### config.mk
export PLATFORM = sky130hd
export DESIGN_NAME = plf_ctrl
export DESIGN_NICKNAME = d
export VERILOG_FILES = /design/src/design/plf_pkg.sv /design/src/design/plf_ctrl.sv
export SDC_FILE = /design/constraint.sdc
export NUM_CORES = 1
export LEC_CHECK = 0
export ABC_CLOCK_PERIOD_IN_PS = 2100
export BUFFER_PORTS_ARGS = -buffer_cell sky130_fd_sc_hd__buf_2
export CAP_MARGIN = 20
export CORE_MARGIN = 5
export CORE_UTILIZATION = 24
export DETAILED_ROUTE_END_ITERATION = 7
export PLACE_DENSITY_LB_ADDON = 0.15
export SYNTH_ARGS = -nofsm -noshare
export SYNTH_HDL_FRONTEND = slang
export SYNTH_SLANG_ARGS = --single-unit
export TNS_END_PERCENT = 30
### constraint.sdc
create_clock -name clk -period 2.1 [get_ports clk]
set_input_delay 0.105 -clock clk [delete_from_list [all_inputs] [get_ports clk]]
set_output_delay 0.105 -clock clk [all_outputs]
set_load 0.01 [all_outputs]
### src/design/plf_pkg.sv
// Shared types, constants and operation codes of the power-law fit block.
`default_nettype none

package plf_pkg;

  localparam int MAX_POINTS = 1024;
  localparam int POINTS_W   = 11;
  localparam int X_W        = 27;

  localparam logic [5:0]  MASS_FRAC_BITS  = 6'd48;
  localparam logic [5:0]  SPEED_FRAC_BITS = 6'd22;
  localparam logic [31:0] LN2_Q32         = 32'd2977044472;
  localparam logic [63:0] LOG2E_Q32       = 64'd6196328019;
  localparam logic [63:0] LN2_Q64         = 64'hB17217F7D1CF79AC;
  localparam logic [63:0] EXP_ONE         = 64'h4000_0000_0000_0000;
  localparam logic [4:0]  EXP_TERMS       = 5'd24;

  localparam logic [1:0] ST_OK       = 2'd0;
  localparam logic [1:0] ST_SINGULAR = 2'd1;
  localparam logic [1:0] ST_OVERFLOW = 2'd2;

  localparam logic [3:0] OP_DEN_A    = 4'd0;
  localparam logic [3:0] OP_DEN_B    = 4'd1;
  localparam logic [3:0] OP_K1_A     = 4'd2;
  localparam logic [3:0] OP_K1_B     = 4'd3;
  localparam logic [3:0] OP_K1_DIV   = 4'd4;
  localparam logic [3:0] OP_K0_A     = 4'd5;
  localparam logic [3:0] OP_K0_B     = 4'd6;
  localparam logic [3:0] OP_K0_DIV   = 4'd7;
  localparam logic [3:0] OP_EXP_T    = 4'd8;
  localparam logic [3:0] OP_EXP_U    = 4'd9;
  localparam logic [3:0] OP_TERM_MUL = 4'd10;
  localparam logic [3:0] OP_TERM_DIV = 4'd11;

  typedef struct packed {
    logic [47:0] mass_value;
    logic [31:0] speed_value;
    logic        last_point;
  } pair_t;

  typedef struct packed {
    logic signed [47:0] exponent;
    logic signed [47:0] log_coefficient;
    logic [63:0]        coefficient;
    logic [10:0]        points_used;
    logic [1:0]         fit_status;
  } result_t;

  typedef struct packed {
    logic       log_go;
    logic       set_ovf;
    logic       prod_go;
    logic       acc_go;
    logic       op_go;
    logic [3:0] op;
    logic [4:0] term_k;
    logic       emit;
  } plf_cmd_t;

  typedef struct packed {
    logic full;
    logic logs_ready;
    logic unit_done;
    logic den_zero;
  } plf_stat_t;

endpackage

`default_nettype wire

### src/design/plf_ctrl.sv
// Controller: sequences the logarithms, accumulation and the fit operations.
`default_nettype none

module plf_ctrl import plf_pkg::*; (
  input  wire logic       clk,
  input  wire logic       rst,
  input  wire logic       start,
  input  wire logic       last_point,
  input  wire plf_stat_t  stat,
  output plf_cmd_t        cmd,
  output logic            busy
);

  localparam logic [2:0] C_IDLE  = 3'd0;
  localparam logic [2:0] C_LOG   = 3'd1;
  localparam logic [2:0] C_PROD  = 3'd2;
  localparam logic [2:0] C_ACC   = 3'd3;
  localparam logic [2:0] C_ISSUE = 3'd4;
  localparam logic [2:0] C_WAIT  = 3'd5;
  localparam logic [2:0] C_NEXT  = 3'd6;
  localparam logic [2:0] C_EMIT  = 3'd7;

  logic [2:0] state;
  logic [3:0] op;
  logic [4:0] k;
  logic       last_r;
  logic       accept;

  always_comb begin
    accept      = start && (state == C_IDLE);
    cmd.log_go  = accept && !stat.full;
    cmd.set_ovf = accept && stat.full;
    cmd.prod_go = (state == C_PROD);
    cmd.acc_go  = (state == C_ACC);
    cmd.op_go   = (state == C_ISSUE);
    cmd.op      = op;
    cmd.term_k  = k;
    cmd.emit    = (state == C_EMIT);
    busy        = (state != C_IDLE);
  end

  always_ff @(posedge clk) begin
    if (rst) begin
      state  <= C_IDLE;
      op     <= OP_DEN_A;
      k      <= 5'd1;
      last_r <= 1'b0;
    end else begin
      unique case (state)
        C_IDLE: begin
          if (start) begin
            last_r <= last_point;
            if (!stat.full) begin
              state <= C_LOG;
            end else if (last_point) begin
              // A word beyond the limit still closes the data set.
              op    <= OP_DEN_A;
              state <= C_ISSUE;
            end
          end
        end
        C_LOG: begin
          if (stat.logs_ready) begin
            state <= C_PROD;
          end
        end
        C_PROD: state <= C_ACC;
        C_ACC: begin
          if (last_r) begin
            op    <= OP_DEN_A;
            state <= C_ISSUE;
          end else begin
            state <= C_IDLE;
          end
        end
        C_ISSUE: state <= C_WAIT;
        C_WAIT: begin
          if (stat.unit_done) begin
            state <= C_NEXT;
          end
        end
        C_NEXT: begin
          if (op == OP_DEN_B && stat.den_zero) begin
            state <= C_EMIT;
          end else if (op == OP_TERM_DIV) begin
            if (k == EXP_TERMS) begin
              state <= C_EMIT;
            end else begin
              k     <= k + 5'd1;
              op    <= OP_TERM_MUL;
              state <= C_ISSUE;
            end
          end else if (op == OP_EXP_U) begin
            k     <= 5'd1;
            op    <= OP_TERM_MUL;
            state <= C_ISSUE;
          end else begin
            op    <= op + 4'd1;
            state <= C_ISSUE;
          end
        end
        C_EMIT: state <= C_IDLE;
        default: state <= C_IDLE;
      endcase
    end
  end

endmodule

`default_nettype wire

==> metrics.txt, run 1 <==
# TYPE chip_impl_metric gauge
chip_impl_info{name="outcome",value="completed"} 1
chip_impl_info{name="worst_hold_path_type",value="primary input to register"} 1
chip_impl_info{name="kind_of_start_point_of_the_critical_path",value="register"} 1
chip_impl_metric{name="setup_viol",unit=""} 0
chip_impl_info{name="cts.root.buffer_cell",value="sky130_fd_sc_hd__clkbuf_4"} 1
chip_impl_info{name="worstPathCellList",value="ha_1 > or2_2 > nand3_1 > or4_1 > a21oi_1"} 1
chip_impl_metric{name="routed-wl-met2",unit="microns"} 992
chip_impl_metric{name="layout.area.seq",unit="sq um"} 260
chip_impl_metric{name="area_of_combinational_cells_with_multiple_inputs",unit="sq um"} 533
chip_impl_metric{name="avgSynthCellArea",unit="sq um"} 7.73
chip_impl_metric{name="switching_power",unit="mW"} 0.282
chip_impl_metric{name="syn-num-nets",unit=""} 122
chip_impl_metric{name="core",unit="sq um"} 3390
chip_impl_metric{name="drv_slew",unit=""} 0
chip_impl_info{name="highest-signal-layer",value="met4"} 1
chip_impl_metric{name="antenna_found_initial",unit=""} 0
chip_impl_metric{name="route.antenna.remaining_nets",unit=""} 0
chip_impl_metric{name="area.growth.synth_to_final",unit="%"} 24.1
chip_impl_metric{name="postLayoutCoreUtil",unit="%"} 31.2
chip_impl_metric{name="post_synth_instance_area",unit="sq um"} 851
chip_impl_metric{name="initial_core_util",unit="%"} 25.1
chip_impl_info{name="cp_slowest_cell",value="sky130_fd_sc_hd__or4_1"} 1
chip_impl_metric{name="max_cap_viol_count",unit=""} 0
chip_impl_metric{name="die_area",unit="sq um"} 4840
chip_impl_metric{name="highest_cell_delay_on_the_worst_timing_path",unit="ps"} 530
chip_impl_metric{name="num_rows",unit=""} 21
chip_impl_metric{name="finalClockSkew",unit="ps"} 13.6
chip_impl_metric{name="postCtsSetupRepairBufs",unit=""} 0
chip_impl_metric{name="postSynthRegisterBits",unit=""} 13
chip_impl_info{name="rsz0062_at_grt",value="false"} 1
chip_impl_metric{name="vdd_ir_drop_max",unit="mV"} 0.285
chip_impl_metric{name="first_pass_grt_wire_length",unit="mm"} 3.94
chip_impl_metric{name="io_pins",unit=""} 24
chip_impl_metric{name="clock_path_buffers",unit=""} 2
chip_impl_metric{name="ctsResizeCount",unit=""} 0
chip_impl_metric{name="achievable-frequency",unit="GHz"} 0.543
chip_impl_info{name="timing.critical_path.max_delay_family",value="simple AND/OR/NAND/NOR gates"} 1
chip_impl_metric{name="initialDrtViolationCount",unit=""} 43
chip_impl_metric{name="post-route-min-period",unit="ps"} 1840
chip_impl_metric{name="total_nets_final",unit=""} 149
chip_impl_metric{name="gr-total-overflow",unit=""} 0
chip_impl_metric{name="timing.critical_path.fanout_max",unit=""} 8
chip_impl_metric{name="timing.slew.headroom",unit="%"} 53.1
chip_impl_metric{name="ys_seq_area_share",unit="%"} 30.6
chip_impl_metric{name="power.share.switching",unit="%"} 37.3
chip_impl_metric{name="clock_power_share",unit="%"} 22.0
chip_impl_metric{name="drt_pass1_iterations",unit=""} 5
chip_impl_info{name="critical_path_type",value="register to register"} 1
chip_impl_metric{name="p_per_area",unit="nW/um^2"} 715
chip_impl_metric{name="die_x",unit="microns"} 69.5
chip_impl_metric{name="drive_gt1_share",unit="%"} 23.5
chip_impl_metric{name="synthCells",unit=""} 110
chip_impl_metric{name="grt_start_max_net_pins",unit=""} 15
chip_impl_metric{name="grt.total_usage",unit="%"} 9.78
chip_impl_metric{name="critPathArrivalTime",unit="ps"} 2050
chip_impl_metric{name="first_global_vias",unit=""} 919
chip_impl_metric{name="period_share",unit="%"} 87.7
chip_impl_metric{name="timing.critical_path.buf_inv",unit=""} 0
chip_impl_metric{name="seq_power_share",unit="%"} 37.6
chip_impl_metric{name="vias_per_cell",unit=""} 4.93
chip_impl_metric{name="postRouteWirelength",unit="mm"} 2.24
chip_impl_metric{name="detailroute.via_count",unit=""} 898
chip_impl_metric{name="cell_internal_pwr",unit="mW"} 0.474
chip_impl_metric{name="fp.dieH",unit="microns"} 69.5
chip_impl_metric{name="combinational_power_share",unit="%"} 40.4
chip_impl_metric{name="cts_inserted_buffers",unit=""} 3
chip_impl_metric{name="cts-htree-levels",unit=""} 1
chip_impl_metric{name="ys_types",unit=""} 33
chip_impl_info{name="endpoint_kind",value="register"} 1
chip_impl_metric{name="routabilityCongestion",unit=""} 0.755
chip_impl_metric{name="wl_met3",unit="microns"} 146
chip_impl_metric{name="wl_per_cell",unit="microns"} 12.3
chip_impl_metric{name="fillers",unit=""} 381
chip_impl_metric{name="timing_hold_violations_final",unit=""} 0
chip_impl_metric{name="clk_transition_reported_paths",unit="ps"} 100
chip_impl_metric{name="clock_sinks",unit=""} 13
chip_impl_metric{name="remaining_drc_errors",unit=""} 0
chip_impl_metric{name="dp_hpwl",unit="mm"} 1.71
chip_impl_metric{name="wirelength_met1",unit="mm"} 1.09
chip_impl_metric{name="placement.io_buffers",unit=""} 23
chip_impl_metric{name="cts-hold-fix-buffers",unit=""} 0
chip_impl_metric{name="totalNegativeSetupSlack",unit="ps"} 0
chip_impl_metric{name="timing.critical_path.required",unit="ps"} 2310
chip_impl_metric{name="power_leakage",unit="nW"} 0.461
chip_impl_metric{name="diodes_inserted",unit=""} 0
chip_impl_metric{name="synth-warning-count",unit=""} 0
chip_impl_metric{name="clk_latency",unit="ps"} 280
chip_impl_metric{name="tightestPinTransition",unit="ps"} 694
chip_impl_info{name="clock_tree_from_tritoncts",value="yes"} 1
[worst paths after layout]
kind | from | to | slack, ps | depth (start not counted)
max | op[0]$_SDFFE_PP0P_ | k[3]$_SDFFE_PP0P_ | 260 | 5
min | last_point | last_r$_SDFFE_PP0P_ | 100 | 3
max reg2reg | op[0]$_SDFFE_PP0P_ | k[3]$_SDFFE_PP0P_ | 260 | 5
min reg2reg | last_r$_SDFFE_PP0P_ | last_r$_SDFFE_PP0P_ | 490 | 2
[power groups by stage]
stage               Clock [mW]  Sequential (mW)  Combinational [mW]
floorplan                    0            0.294               0.192
global placement             0            0.291               0.304
detailed placement           0            0.291               0.307
CTS                      0.169            0.285               0.308
global route             0.180            0.288               0.345
finish                   0.166            0.284               0.305
[flip-flops by register name, summed over array words and instances, names as in the netlist]
signal	count
k	5
op	4
state	3
last_r	1
[per-stage QoR]
stage | hold slack [ps] | setup slack (ps) | instance area, sq um | instances | power, mW
after floorplan | 252 | 451 | 851 | 110 | 0.487
final | 97.2 | 258 | 1060 | 182 | 0.755
after global routing | 101 | 56.7 | 1060 | 182 | 0.813
after CTS | 83.4 | 302 | 1060 | 182 | 0.762
after global placement | 386 | 342 | 1030 | 178 | 0.595
after detailed placement | 388 | 314 | 1030 | 178 | 0.597
[final cells by class]
cell class                      count  share of cell area, %
Sequential cell                    13                   24.6
Tap cell                           46                   5.45
Inverter                            7                   2.49
Multi-Input combinational cell     84                   50.5
Timing Repair Buffer               28                   14.5
Clock buffer                        4                   2.49
[placed cells by master, fill, tap and decap left out, drive strengths merged, types with 2 or more instances in the layout]
cell,synthesis,final
nand2b,2,2
a211oi,4,4
nor2,7,7
buf,1,28
ha,4,4
o31ai,3,3
a22oi,2,2
clkbuf,5,4
nor4bb,2,2
nand3,9,9
inv,7,7
o21ai,6,6
nor3,3,3
a31oi,2,2
dfxtp,13,13
and3b,2,2
nor2b,3,3
a21oi,7,7
nand3b,2,2
nand2,8,8
and4b,2,2
or4,2,2
and3,5,5
[worst reg2reg max path, stage by stage, from the launching register on]
cell                      delay [ps]
sky130_fd_sc_hd__dfxtp_1         410
sky130_fd_sc_hd__ha_1            300
sky130_fd_sc_hd__or2_2           170
sky130_fd_sc_hd__nand3_1         200
sky130_fd_sc_hd__or4_1           530
sky130_fd_sc_hd__a21oi_1         140
[Yosys cell counts]
master	number	area share, %
sky130_fd_sc_hd__nand3_1	9	5.3
sky130_fd_sc_hd__a2111oi_0	1	1.0
sky130_fd_sc_hd__a41oi_1	1	1.0
sky130_fd_sc_hd__a211oi_1	4	3.5
sky130_fd_sc_hd__a22oi_1	2	1.8
sky130_fd_sc_hd__or4_1	2	1.8
sky130_fd_sc_hd__or2_2	1	0.74
sky130_fd_sc_hd__and3b_1	2	2.1
sky130_fd_sc_hd__nor3_1	3	1.8
sky130_fd_sc_hd__nand2b_1	2	1.5
sky130_fd_sc_hd__nor2b_1	3	2.2
sky130_fd_sc_hd__ha_1	4	5.9
sky130_fd_sc_hd__nand3b_1	2	1.8
sky130_fd_sc_hd__clkbuf_2	1	0.59
sky130_fd_sc_hd__and3_1	5	3.7
sky130_fd_sc_hd__nor4b_1	1	1.0
sky130_fd_sc_hd__inv_1	7	3.1
sky130_fd_sc_hd__a31oi_1	2	1.5
sky130_fd_sc_hd__and4b_1	2	2.4
sky130_fd_sc_hd__o31ai_1	3	2.6
sky130_fd_sc_hd__nor4bb_1	2	2.4
sky130_fd_sc_hd__nand2_1	8	3.5
sky130_fd_sc_hd__or3_1	1	0.74
sky130_fd_sc_hd__a311oi_1	1	1.0
sky130_fd_sc_hd__o21bai_1	1	0.88
sky130_fd_sc_hd__dfxtp_1	13	31
sky130_fd_sc_hd__clkbuf_1	4	1.8
sky130_fd_sc_hd__buf_6	1	1.3
sky130_fd_sc_hd__o21ai_0	6	3.5
sky130_fd_sc_hd__and2b_1	1	0.88
sky130_fd_sc_hd__a21oi_1	7	4.1
sky130_fd_sc_hd__a211o_1	1	1.0
sky130_fd_sc_hd__nor2_1	7	3.1
[cells by family (layout without fill, tap and decap cells)]
family                   after synthesis  after routing  synth area share, %
adder cells (fa/ha/maj)                4              4                 5.88
buffers and inverters                 13             39                 6.76
flip-flops                            13             13                 30.6
AO/OA/AOI/OAI                         29             29                 22.1
AND/OR/NAND/NOR                       51             51                 34.7
[metal layers]
layer | GRT usage, % | up-vias
li1 | - | 465
met1 | 12.1 | 400
met2 | 15.3 | 31
met3 | 3.19 | 2
met4 | 4.56 | 0
met5 | 0 | -
Note: power is estimated with default switching activity, not from simulation.
==> run 2: changes to the inputs <==
--- a/config.mk
+++ b/config.mk
@@ -11,7 +11,7 @@
 export CORE_MARGIN = 5
 export CORE_UTILIZATION = 24
 export DETAILED_ROUTE_END_ITERATION = 7
-export PLACE_DENSITY_LB_ADDON = 0.15
+export SLEW_MARGIN = 20
 export SYNTH_ARGS = -nofsm -noshare
 export SYNTH_HDL_FRONTEND = slang
 export SYNTH_SLANG_ARGS = --single-unit
==> run 2 against run 1 <==
Via count grew 0.33%; global-route usage decreased by 1.3 points; non-clock buffer count fell by 1; die area did not move; register-to-register slack improved by 20 ps; sequential share of layout area is 0.18 points higher.
==> metrics.txt, run 2 (synthesized netlist as in run 1, its figures left out) <==
# TYPE chip_impl_metric gauge
chip_impl_metric{name="antenna_found_initial",unit=""} 0
chip_impl_metric{name="timing_hold_violations_final",unit=""} 0
chip_impl_metric{name="vdd_ir_drop_max",unit="mV"} 0.327
chip_impl_metric{name="post-route-min-period",unit="ps"} 1820
chip_impl_metric{name="clock_power_share",unit="%"} 21.8
chip_impl_metric{name="area_of_combinational_cells_with_multiple_inputs",unit="sq um"} 533
chip_impl_metric{name="wl_per_cell",unit="microns"} 12.0
chip_impl_metric{name="route.antenna.remaining_nets",unit=""} 0
chip_impl_metric{name="clock_path_buffers",unit=""} 2
chip_impl_metric{name="power.share.switching",unit="%"} 37.3
chip_impl_metric{name="die_x",unit="microns"} 69.5
chip_impl_metric{name="period_share",unit="%"} 86.6
chip_impl_metric{name="postRouteWirelength",unit="mm"} 2.18
chip_impl_metric{name="area.growth.synth_to_final",unit="%"} 23.2
chip_impl_metric{name="vias_per_cell",unit=""} 4.98
chip_impl_metric{name="first_pass_grt_wire_length",unit="mm"} 3.44
chip_impl_info{name="mostFrequentLayoutCell",value="sky130_fd_sc_hd__buf_2"} 1
chip_impl_metric{name="placed_cells",unit=""} 177
chip_impl_metric{name="totalNegativeSetupSlack",unit="ps"} 0
chip_impl_info{name="max_flop_register",value="k"} 1
chip_impl_metric{name="stdcell_count",unit=""} 181
chip_impl_info{name="cts.root.buffer_cell",value="sky130_fd_sc_hd__clkbuf_4"} 1
chip_impl_info{name="reg.largest.list",value="k: 5 flops, op: 4 flops, state: 3 flops"} 1
chip_impl_metric{name="remaining_drc_errors",unit=""} 0
chip_impl_metric{name="finalClockSkew",unit="ps"} 3.29
chip_impl_metric{name="flip_flop_count_of_the_largest_register_all_copies_and_words_added",unit=""} 5
chip_impl_metric{name="initialDrtViolationCount",unit=""} 34
chip_impl_metric{name="gr-total-overflow",unit=""} 0
chip_impl_metric{name="cts-hold-fix-buffers",unit=""} 0
chip_impl_metric{name="diodes_inserted",unit=""} 0
chip_impl_info{name="kind_of_start_point_of_the_critical_path",value="register"} 1
chip_impl_metric{name="combinational_power_share",unit="%"} 40.1
chip_impl_metric{name="achievable-frequency",unit="GHz"} 0.550
chip_impl_metric{name="num_rows",unit=""} 21
chip_impl_metric{name="drive_gt1_share",unit="%"} 23.0
chip_impl_metric{name="tightestPinTransition",unit="ps"} 640
chip_impl_metric{name="seq_power_share",unit="%"} 38.1
chip_impl_info{name="endpoint_kind",value="register"} 1
chip_impl_metric{name="dp_hpwl",unit="mm"} 1.64
chip_impl_metric{name="postCtsSetupRepairBufs",unit=""} 0
chip_impl_metric{name="clock_sinks",unit=""} 13
chip_impl_metric{name="fp.dieH",unit="microns"} 69.5
chip_impl_info{name="rsz0062_at_grt",value="false"} 1
chip_impl_info{name="most_frequent_cells_in_the_layout",value="sky130_fd_sc_hd__buf_2 (23), sky130_fd_sc_hd__dfxtp_1 (13), sky130_fd_sc_hd__nand3_1 (9), sky130_fd_sc_hd__nand2_1 (8)"} 1
chip_impl_metric{name="total_nets_final",unit=""} 148
chip_impl_metric{name="grt.total_usage",unit="%"} 8.45
chip_impl_info{name="outcome",value="completed"} 1
chip_impl_metric{name="timing.slew.headroom",unit="%"} 57.1
chip_impl_info{name="critical_path_type",value="register to register"} 1
chip_impl_info{name="worst_hold_path_type",value="primary input to register"} 1
chip_impl_metric{name="ctsResizeCount",unit=""} 0
chip_impl_metric{name="timing.critical_path.fanout_max",unit=""} 8
chip_impl_metric{name="routabilityCongestion",unit=""} 0.812
chip_impl_metric{name="critPathArrivalTime",unit="ps"} 2040
chip_impl_metric{name="initial_core_util",unit="%"} 25.1
chip_impl_metric{name="cell_internal_pwr",unit="mW"} 0.469
chip_impl_metric{name="io_pins",unit=""} 24
chip_impl_metric{name="power_leakage",unit="nW"} 0.456
chip_impl_metric{name="switching_power",unit="mW"} 0.279
chip_impl_metric{name="drt_pass1_iterations",unit=""} 4
chip_impl_metric{name="grt_start_max_net_pins",unit=""} 15
chip_impl_metric{name="first_global_vias",unit=""} 800
chip_impl_metric{name="fillers",unit=""} 369
chip_impl_info{name="clock_tree_from_tritoncts",value="yes"} 1
chip_impl_metric{name="core",unit="sq um"} 3390
chip_impl_metric{name="setup_viol",unit=""} 0
chip_impl_metric{name="placement.io_buffers",unit=""} 23
chip_impl_metric{name="detailroute.via_count",unit=""} 901
chip_impl_metric{name="clk_transition_reported_paths",unit="ps"} 90
chip_impl_metric{name="max_cap_viol_count",unit=""} 0
chip_impl_metric{name="timing.critical_path.required",unit="ps"} 2320
chip_impl_metric{name="drv_slew",unit=""} 0
chip_impl_metric{name="clk_latency",unit="ps"} 280
chip_impl_metric{name="cts_inserted_buffers",unit=""} 3
chip_impl_metric{name="p_per_area",unit="nW/um^2"} 713
chip_impl_metric{name="cts-htree-levels",unit=""} 1
chip_impl_metric{name="layout.area.seq",unit="sq um"} 260
chip_impl_metric{name="die_area",unit="sq um"} 4840
## run 2: changes by cell type in the layout (fill, tap and decap cells not counted), sizes merged
cell / previous run / this run
buf: 28 / 27
## run 2: area by class of cell
cell class / instances / area share [%]
multi-input cells: 84 / 50.8
repair buffers: 27 / 13.8
flip-flops and latches: 13 / 24.8
inverters: 7 / 2.51
clock buffers: 4 / 2.51
well taps: 46 / 5.49
## run 2: metal layers
layer	GRT usage (%)	routed length (microns)
met3	2.17	125
met1	10.3	1040
met4	2.60	0
met5	0	0
met2	14.4	1010
## run 2: power groups by stage
stage / clock network, mW / logic, mW / registers (mW)
floorplan: 0 / 0.192 / 0.294
global placement: 0 / 0.292 / 0.290
detailed placement: 0 / 0.298 / 0.290
CTS: 0.169 / 0.301 / 0.284
global route: 0.180 / 0.332 / 0.287
finish: 0.163 / 0.300 / 0.285
## run 2: final timing paths
kind                  startpoint                  end  slack, ps  cells past startpoint
max           op[0]$_SDFFE_PP0P_    k[3]$_SDFFE_PP0P_        280                      5
min                   last_point  last_r$_SDFFE_PP0P_         80                      3
min reg2reg  last_r$_SDFFE_PP0P_  last_r$_SDFFE_PP0P_        490                      2
max reg2reg   op[0]$_SDFFE_PP0P_    k[3]$_SDFFE_PP0P_        280                      5
## run 2: metrics by stage
step                      instance area [sq um]  power (mW)  hold slack, ps  setup slack, ps  utilization [%]
final                                      1050       0.748            83.8              281             30.9
after global placement                     1020       0.582             375              394             30.2
after floorplan                             851       0.487             252              451                -
after global routing                       1050       0.798            89.2              142             30.9
after CTS                                  1050       0.754            72.6              283             30.9
after detailed placement                   1020       0.589             373              290             30.2
## run 2: critical path: stages (launching register included)
cell	delay (ps)
sky130_fd_sc_hd__dfxtp_1	420
sky130_fd_sc_hd__ha_1	300
sky130_fd_sc_hd__or2_2	170
sky130_fd_sc_hd__nand3_1	200
sky130_fd_sc_hd__or4_1	520
sky130_fd_sc_hd__a21oi_1	150
